<file path="src/hw/rtl/fds_pkg.sv">
// ----------------------------------------------------------------------------
// fds_pkg: shared types and constants of the forth data stack unit
// action codes, status codes, need/nout tables and the front-to-back item
// ----------------------------------------------------------------------------
package fds_pkg;

	localparam int unsigned ACTION_W = 5;
	localparam int unsigned WORD_W   = 32;
	localparam int unsigned COUNT_W  = 7;
	localparam int unsigned STATUS_W = 2;

	localparam logic [ACTION_W-1:0] ACT_PUSH   = 5'd0;
	localparam logic [ACTION_W-1:0] ACT_DROP   = 5'd1;
	localparam logic [ACTION_W-1:0] ACT_PEEK   = 5'd2;
	localparam logic [ACTION_W-1:0] ACT_DUP    = 5'd3;
	localparam logic [ACTION_W-1:0] ACT_SWAP   = 5'd4;
	localparam logic [ACTION_W-1:0] ACT_OVER   = 5'd5;
	localparam logic [ACTION_W-1:0] ACT_ROT    = 5'd6;
	localparam logic [ACTION_W-1:0] ACT_2SWAP  = 5'd7;
	localparam logic [ACTION_W-1:0] ACT_2DUP   = 5'd8;
	localparam logic [ACTION_W-1:0] ACT_2OVER  = 5'd9;
	localparam logic [ACTION_W-1:0] ACT_ADD    = 5'd10;
	localparam logic [ACTION_W-1:0] ACT_SUB    = 5'd11;
	localparam logic [ACTION_W-1:0] ACT_MUL    = 5'd12;
	localparam logic [ACTION_W-1:0] ACT_DIV    = 5'd13;
	localparam logic [ACTION_W-1:0] ACT_MOD    = 5'd14;
	localparam logic [ACTION_W-1:0] ACT_DIVMOD = 5'd15;
	localparam logic [ACTION_W-1:0] ACT_EQ     = 5'd16;
	localparam logic [ACTION_W-1:0] ACT_LT     = 5'd17;
	localparam logic [ACTION_W-1:0] ACT_GT     = 5'd18;
	localparam logic [ACTION_W-1:0] ACT_INVERT = 5'd19;

	localparam logic [STATUS_W-1:0] ST_OK    = 2'd0;
	localparam logic [STATUS_W-1:0] ST_UNDER = 2'd1;
	localparam logic [STATUS_W-1:0] ST_OVER  = 2'd2;
	localparam logic [STATUS_W-1:0] ST_DIVZ  = 2'd3;

	// register index; byte address is the index times four
	localparam logic [0:0] REG_STACK_LIMIT = 1'd0;

	// class of work the back end does for an item
	typedef enum logic [2:0] {
		CLS_NOP   = 3'd0,
		CLS_SHUF  = 3'd1,
		CLS_ALU   = 3'd2,
		CLS_MUL   = 3'd3,
		CLS_DIV   = 3'd4
	} op_class_t;

	typedef struct packed {
		logic [ACTION_W-1:0] action;
		logic [WORD_W-1:0]   push_value;
		op_class_t           op_class;
		logic                known;
		logic [2:0]          need;
		logic [2:0]          grow_up;   // entries added, zero if shrinking
		logic [2:0]          nout;      // entries written back
	} front_item_t;

	function automatic logic [2:0] need_of(input logic [ACTION_W-1:0] a);
		logic [2:0] n;
		n = 3'd2;
		case (a)
			ACT_PUSH: n = 3'd0;
			ACT_DROP, ACT_PEEK, ACT_DUP, ACT_INVERT: n = 3'd1;
			ACT_ROT: n = 3'd3;
			ACT_2SWAP, ACT_2OVER: n = 3'd4;
			default: n = 3'd2;
		endcase
		return n;
	endfunction

	function automatic logic [2:0] nout_of(input logic [ACTION_W-1:0] a);
		logic [2:0] n;
		n = 3'd1;
		case (a)
			ACT_PUSH, ACT_PEEK, ACT_INVERT: n = 3'd1;
			ACT_DROP: n = 3'd0;
			ACT_DUP, ACT_SWAP, ACT_DIVMOD: n = 3'd2;
			ACT_OVER, ACT_ROT: n = 3'd3;
			ACT_2SWAP, ACT_2DUP: n = 3'd4;
			ACT_2OVER: n = 3'd6;
			default: n = 3'd1;
		endcase
		return n;
	endfunction

endpackage

</file>
<file path="src/hw/rtl/fds_front.sv">
// ----------------------------------------------------------------------------
// fds_front: item intake and decode
// classifies each action and pushes it into a small queue for the back end
// ----------------------------------------------------------------------------
module fds_front (
	input  logic                              clk,
	input  logic                              arst_n,
	input  logic                              push,
	output logic                              full,
	input  logic [fds_pkg::ACTION_W-1:0]      action,
	input  logic signed [fds_pkg::WORD_W-1:0] push_value,
	output logic                              q_valid,
	output fds_pkg::front_item_t              q_item,
	input  logic                              q_take
);
	fds_pkg::front_item_t mem_q [2];
	logic                 wr_q, rd_q;
	logic [1:0]           cnt_q;
	fds_pkg::front_item_t dec;
	logic [2:0]           nd, no;

	always_comb begin
		nd = fds_pkg::need_of(action);
		no = fds_pkg::nout_of(action);
		dec.action     = action;
		dec.push_value = push_value;
		dec.known      = (action <= fds_pkg::ACT_INVERT);
		dec.need       = nd;
		dec.nout       = no;
		dec.grow_up    = (no > nd) ? no - nd : 3'd0;
		case (action)
			fds_pkg::ACT_ADD, fds_pkg::ACT_SUB, fds_pkg::ACT_EQ,
			fds_pkg::ACT_LT, fds_pkg::ACT_GT, fds_pkg::ACT_INVERT:
				dec.op_class = fds_pkg::CLS_ALU;
			fds_pkg::ACT_MUL: dec.op_class = fds_pkg::CLS_MUL;
			fds_pkg::ACT_DIV, fds_pkg::ACT_MOD, fds_pkg::ACT_DIVMOD:
				dec.op_class = fds_pkg::CLS_DIV;
			default: dec.op_class = dec.known ? fds_pkg::CLS_SHUF : fds_pkg::CLS_NOP;
		endcase
	end

	assign full    = (cnt_q == 2'd2);
	assign q_valid = (cnt_q != 2'd0);
	assign q_item  = mem_q[rd_q];

	always_ff @(posedge clk) begin
		if (push && !full) mem_q[wr_q] <= dec;
	end

	always_ff @(posedge clk or negedge arst_n) begin
		if (!arst_n) begin
			wr_q <= 1'b0; rd_q <= 1'b0; cnt_q <= 2'd0;
		end else begin
			if (push && !full) wr_q <= ~wr_q;
			if (q_take && q_valid) rd_q <= ~rd_q;
			cnt_q <= cnt_q + {1'b0, (push && !full)} - {1'b0, (q_take && q_valid)};
		end
	end
endmodule

</file>
<file path="config.mk">
export PLATFORM = sky130hd
export DESIGN_NAME = fds_front
export DESIGN_NICKNAME = d
export VERILOG_FILES = /design/src/hw/rtl/fds_pkg.sv /design/src/hw/rtl/fds_front.sv
export SDC_FILE = /design/constraint.sdc
export NUM_CORES = 1
export LEC_CHECK = 0
export BUFFER_PORTS_ARGS = -buffer_cell sky130_fd_sc_hd__buf_2
export CORE_AREA = 3 3 107 161
export DETAILED_ROUTE_END_ITERATION = 10
export DIE_AREA = 0 0 110 164
export HOLD_SLACK_MARGIN = 0.03
export PLACE_DENSITY = 0.56
export REMOVE_ABC_BUFFERS = 1
export SLEW_MARGIN = 40
export SYNTH_ARGS = -nofsm -noshare
export SYNTH_HDL_FRONTEND = slang
export SYNTH_SLANG_ARGS = --single-unit
</file>
<file path="constraint.sdc">
create_clock -name clk -period 4.25 [get_ports clk]
set_input_delay 0 -clock clk [delete_from_list [all_inputs] [get_ports clk]]
set_output_delay 0 -clock clk [all_outputs]
set_load 0.005 [all_outputs]
</file>
==> results of run 1 <==
-- power breakdown --
| part | switching, µW | internal [µW] |
|---|---|---|
| clock network | 342 | 454 |
| logic | 499 | 408 |
| registers | 52.7 | 1410 |
| total | 894 | 2270 |
-- cells in the mapped netlist, types with 2 or more instances --
master and n:
mux2_1 51, nor2b_1 3, a211oi_1 5, nor3_1 4, dfrtp_1 4, nor2_1 6, edfxtp_1 100, buf_2 6
a21oi_1 6, buf_6 2, and3_1 2, inv_2 3, inv_1 8, ha_1 10, nand3b_1 2, o21ai_1 3
xnor2_1 4, nand2_1 2, nand2b_1 2
-- timing repair --
action,in CTS,in global routing
hold endpoints to repair,73,0
hold buffers,37,0
gates resized for setup,0,0
-- worst max-delay path, stage by stage --
cell and delay (ns):
dlygate4sd3_1 0.51, buf_2 0.18, ha_1 0.32, nor2b_1 0.17
a211oi_1 0.06, a211oi_1 0.51, ha_1 0.34, nor2b_1 0.13
o21ai_1 0.18, a211oi_1 0.12
-- metrics by stage --
step	hold WS (ns)	setup WS (ns)	instance area (µm²)
floorplan	-0.2956	1.106	4208
global placement	-0.1882	2.035	4959
detailed placement	-0.1879	1.944	4959
CTS	0.03354	1.779	5618
global route	0.04075	1.539	5618
finish	0.04385	1.792	5618
-- worst max path at each step --
stage	startpoint	to	slack, ns	cells after the start
global route	action[1]	mem_q[1][4]	1.54	10
CTS	action[1]	mem_q[1][4]	1.78	10
detailed placement	action[1]	mem_q[0][4]	1.94	9
floorplan	cnt_q[1]	mem_q[0][0]	1.11	3
global placement	action[1]	mem_q[0][4]	2.03	9
finish	action[1]	mem_q[1][4]	1.79	10
-- cell families after synthesis --
family,count (synthesis)
muxes,51
and+or+nand+nor,25
AOI/OAI and AO/OA,23
buffers and inverters,21
DFF,104
adders and majority gates,11
xor gates and xnor gates,5
-- cell type report --
type                    count  area share (%)
clock buffers              10           4.076
clock inverters             6           1.069
inverters                  11          0.7350
multi-input cells         115           19.09
flip-flops and latches    104           55.26
well taps                 206           4.588
repair buffers            132           15.19
-- metal layers --
layer / vias to the layer above / track usage, % / wire (µm)
met3: 11 / 2.438 / 289
met4: 0 / 3.971 / 172
met5: - / 0 / 0
met2: 45 / 17.98 / 4821
met1: 1236 / 9.937 / 3219
li1: 1182 / - / -
-- flip-flops by register name, indices dropped and copies added (netlist names) --
name	cells
mem_q	100
rd_q	1
cnt_q	2
wr_q	1
-- layout by cell type, fill, tap and decap left out, drive strengths merged, types with 2 or more instances in the layout --
| cell type | instances |
|---|---|
| dfrtp | 4 |
| nand3b | 2 |
| nor2 | 6 |
| ha | 10 |
| clkbuf | 10 |
| nor2b | 3 |
| inv | 11 |
| edfxtp | 100 |
| nand2 | 2 |
| nor3 | 4 |
| o21ai | 3 |
| and3 | 2 |
| a211oi | 5 |
| clkinv | 4 |
| dlygate4sd3 | 37 |
| buf | 95 |
| nand2b | 2 |
| mux2 | 51 |
| xnor2 | 4 |
| a21oi | 6 |
==> impl_metrics.tcl, run 1 <==
set metrics [dict create \
    hold_start "push" \
    first_pass_iters 4 \
    finalSetupViolations 0 \
    syn_inst 240 \
    avgSynthCellArea_um2 17.80 \
    async_reset_ff_share_pct 3.846 \
    io_pins 93 \
    fin_util_pct 35.01 \
    routed_wl_um 8503 \
    htree_levels 3 \
    worstMarginPinSlew_ns 0.7429 \
    max_slew_margin_pct 50.36 \
    netlist.area_leader.share_pct 70.30 \
    grt_usage_pct 9.626 \
    finalMaxSlewViolations 0 \
    synth_compound_area_share_pct 3.925 \
    finalCritPeriodShare_pct 57.83 \
    synth_top_cell_by_area "edfxtp_1" \
    rsz0062_at_grt "no" \
    hold_path_depth 3 \
    synthXorXnorAreaFrac_pct 1.025 \
    instances_no_fill 584 \
    via_per_inst 4.236 \
    synth-edff-count 100 \
    critPathCaptureType "register" \
    p_leak_uw 0.002097 \
    die_w_um 110 \
    maxCapViolCount 0 \
    required_ns 4.32 \
    port_buffers 92 \
    clk_latency_ns 0.33 \
    synth-seq-cells 104 \
    finalNetCount 425 \
    cp-start-kind "primary input" \
    drt_iter0_drc 68 \
    clockBufferDepth 2 \
    min_path_type "primary input to register" \
    yosys_warnings 0 \
    final.min_clock_period_ns 2.458 \
    grt_max_degree 52 \
    finalPower_uw 3166 \
    cts_buffers 9 \
    syn_area_um2 4272 \
    fin_tns_setup_ns 0 \
    cts_sinks 104 \
    drtAntennaViolNets 0 \
    arrival_ns 2.53 \
    path_class "primary input to register" \
    dp.cells 531 \
    cp_max_fo 8 \
    die_height_um 164 \
    vias 2474 \
    vdd_drop_max_v 0.0001995 \
    cts_tree "yes" \
    seq_area_frac_synth_pct 72.64 \
    seqCellArea_um2 3104 \
    synthTopCellsByArea "edfxtp_1 70%, mux2_1 13%, ha_1 2.9%" \
    worstReg2RegStart "cnt_q[1]" \
    coreArea_um2 16050 \
    dp_hpwl_um 5728 \
    num_rows 57 \
    synthAdderAreaFrac_pct 3.398 \
    fillers 1573 \
    start_util_pct 26.62 \
    synth_top_family_by_area "multiplexers" \
    cts_root_buf "clkbuf_16" \
    drc 0 \
    synth_cell_types 36 \
    antenna_found_initial 0 \
    fin_skew_ns 0.01099 \
    min_to "wr_q" \
    reg2reg_slack_ns 2.14 \
    grt_pass1_wl_um 13110 \
    area_growth_pct 31.52 \
    synth_simple_gate_area_share_pct 3.105 \
    synth_mux_area_share_pct 13.44 \
    worstReg2RegEnd "mem_q[0][5]" \
    finalWeightedCongestion 0.7525 \
    power_density_nw_per_um2 563.6 \
    hold_viol 0 \
    fmax_mhz 406.8 \
    grt_pass1_vias 2641 \
    n_antenna_cell 0 \
    wl_per_cell_um 14.56 \
    drive_gt1_share_pct 30.95 \
    dieArea_um2 18040 \
    status "finished clean" \
    cts.reportedPaths.clkPinSlew_ns 0.07 \
    worstRegToRegCells 4 \
    grt_overflow 0 \
    multi_input_area_um2 1072 \
    post_cts_buffers 0 \
    synthFlopType "edfxtp_1" \
]
Note: power is estimated with default switching activity, not from simulation.
==> run 2: changes to the inputs <==
==> constraint.sdc (replaced) <==
create_clock -name clk -period 2.4 [get_ports clk]
set_input_delay 0 -clock clk [delete_from_list [all_inputs] [get_ports clk]]
set_output_delay 0 -clock clk [all_outputs]
set_load 0.005 [all_outputs]
==> impl_metrics.tcl, run 2 (synthesis gave the netlist of run 1 again) <==
set metrics [dict create \
    vdd_drop_max_v 0.0004818 \
    clk_latency_ns 0.34 \
    critPathCaptureType "register" \
    largest_reg_flops 100 \
    coreArea_um2 16050 \
    combinationalPowerShare_pct 29.7 \
    grt_max_degree 51 \
    finalSetupViolations 0 \
    finalNetCount 428 \
    dieArea_um2 18040 \
    grt_pass1_vias 2596 \
    fin_util_pct 35.49 \
    n_antenna_cell 0 \
    num_rows 57 \
    maxCapViolCount 0 \
    fin_tns_setup_ns 0 \
    worstMarginPinSlew_ns 0.3479 \
    seqPwrFrac_pct 46.0 \
    layout_commonest_cell "edfxtp_1" \
    p_leak_uw 0.002124 \
    intPower_uw 3992 \
    path_class "primary input to register" \
    switching_share_pct 29.10 \
    die_height_um 164 \
    p_switching_uw 1639 \
    cts_buffers 9 \
    largest-register "mem_q" \
    cp-start-kind "primary input" \
    place_area_um2 5004 \
    antenna_found_initial 0 \
    drt_iter0_drc 61 \
    final_area_um2 5694 \
    cts_sinks 104 \
    clockBufferDepth 2 \
    final_cell_mix "100 x edfxtp_1, 91 x buf_2, 51 x mux2_1" \
    cp_cell_sequence "dlygate4sd3_1, clkbuf_4, ha_2, nor2b_1, a211oi_1, a211oi_1, ha_1, nor2b_1, o21ai_1, a21oi_1" \
    top_regs "mem_q (100), cnt_q (2)" \
    vias 2524 \
    cp_num_buf_inv 2 \
    cts_root_buf "clkbuf_16" \
    final.min_clock_period_ns 2.288 \
    grt_usage_pct 9.585 \
    htree_levels 3 \
    cts.reportedPaths.clkPinSlew_ns 0.07 \
    max_stage_delay_ns 0.52 \
    critPathSlowestCell "dlygate4sd3_1" \
    power_density_nw_per_um2 988.8 \
    fmax_mhz 437.0 \
    cts_tree "yes" \
    dp_hpwl_um 5500 \
    grt_overflow 0 \
    drc 0 \
    cp_max_fo 8 \
    start_util_pct 26.62 \
    via_per_inst 4.300 \
    hold_viol 0 \
    required_ns 2.47 \
    first_pass_iters 4 \
    min_path_type "primary input to register" \
    wl_per_cell_um 14.48 \
    fin_skew_ns 0.01173 \
    die_w_um 110 \
    port_buffers 92 \
    drive_gt1_share_pct 32.02 \
    rsz0062_at_grt "yes" \
    finalMaxSlewViolations 0 \
    grt_pass1_wl_um 12970 \
    finalWeightedCongestion 0.7586 \
    finalCritPeriodShare_pct 95.34 \
    drtAntennaViolNets 0 \
    cp_top_family "compound AO/OA/AOI/OAI gates" \
    max_slew_margin_pct 76.80 \
    routed_wl_um 8502 \
    io_pins 93 \
    status "finished clean" \
    clock_power_share_pct 24.3 \
    area_growth_pct 33.30 \
    arrival_ns 2.36 \
]
run 2: metrics by stage:
stage	total power (µW)	cells	hold slack, ns	setup WS [ns]
2_1_floorplan	3501	230	-0.2956	-0.7439
3_3_place_gp	4285	532	-0.1868	0.2314
3_5_place_dp	4325	532	-0.1854	0.1583
4_1_cts	5774	587	0.04406	0.02870
5_1_grt	5999	587	0.06192	-0.03182
6_report	5631	587	0.05943	0.1119
run 2: worst reg2reg max path, stage by stage, from the launching register on:
cell,delay [ns]
dfrtp_1,0.40
or2_1,0.24
and2_1,0.19
ha_1,0.28
inv_1,0.03
ha_1,0.18
xnor2_1,0.17
xnor2_1,0.13
run 2: repair_timing:
item	CTS	global route
buffers inserted	0	0
hold buffers	39	0
endpoints found under the setup margin	0	6
gates resized for setup	0	5
endpoints found under the hold margin	76	0
run 2: cell type report:
| class | instances | area [µm²] |
|---|---|---|
| clock buffers | 9 | 225.2 |
| clock inverters | 7 | 52.55 |
| fillers | 1576 | 10350 |
| inverters | 11 | 41.29 |
| multi-input cells | 115 | 1092 |
| flip-flops and latches | 104 | 3104 |
| well taps | 206 | 257.7 |
| repair buffers | 135 | 920.9 |
run 2: worst paths after layout:
path	start	endpoint	slack (ns)	cells past startpoint
max in group asynchronous	arst_n	rd_q	1.64	3
setup / recovery	action[1]	mem_q[1][3]	0.11	10
hold reg to reg	rd_q	rd_q	0.50	1
setup reg to reg	cnt_q[1]	cnt_q[1]	0.71	7
hold / removal	action[2]	mem_q[1][47]	0.06	1
min in group asynchronous	arst_n	cnt_q[1]	0.57	3
run 2: routing by layer:
layer | wire, µm | up-vias | track usage, %
met5 | 0 | - | 0
met4 | 205 | 0 | 5.275
met3 | 282 | 14 | 1.534
met2 | 4871 | 53 | 17.65
met1 | 3143 | 1262 | 10.11
li1 | - | 1195 | -
run 2: power by group through the flow:
stage / clock, µW / sequential [µW] / combinational, µW
after global placement: 0 / 2620 / 1670
final: 1370 / 2590 / 1670
after CTS: 1430 / 2600 / 1750
after global routing: 1500 / 2630 / 1870
after detailed placement: 0 / 2640 / 1690
after floorplan: 0 / 2740 / 764
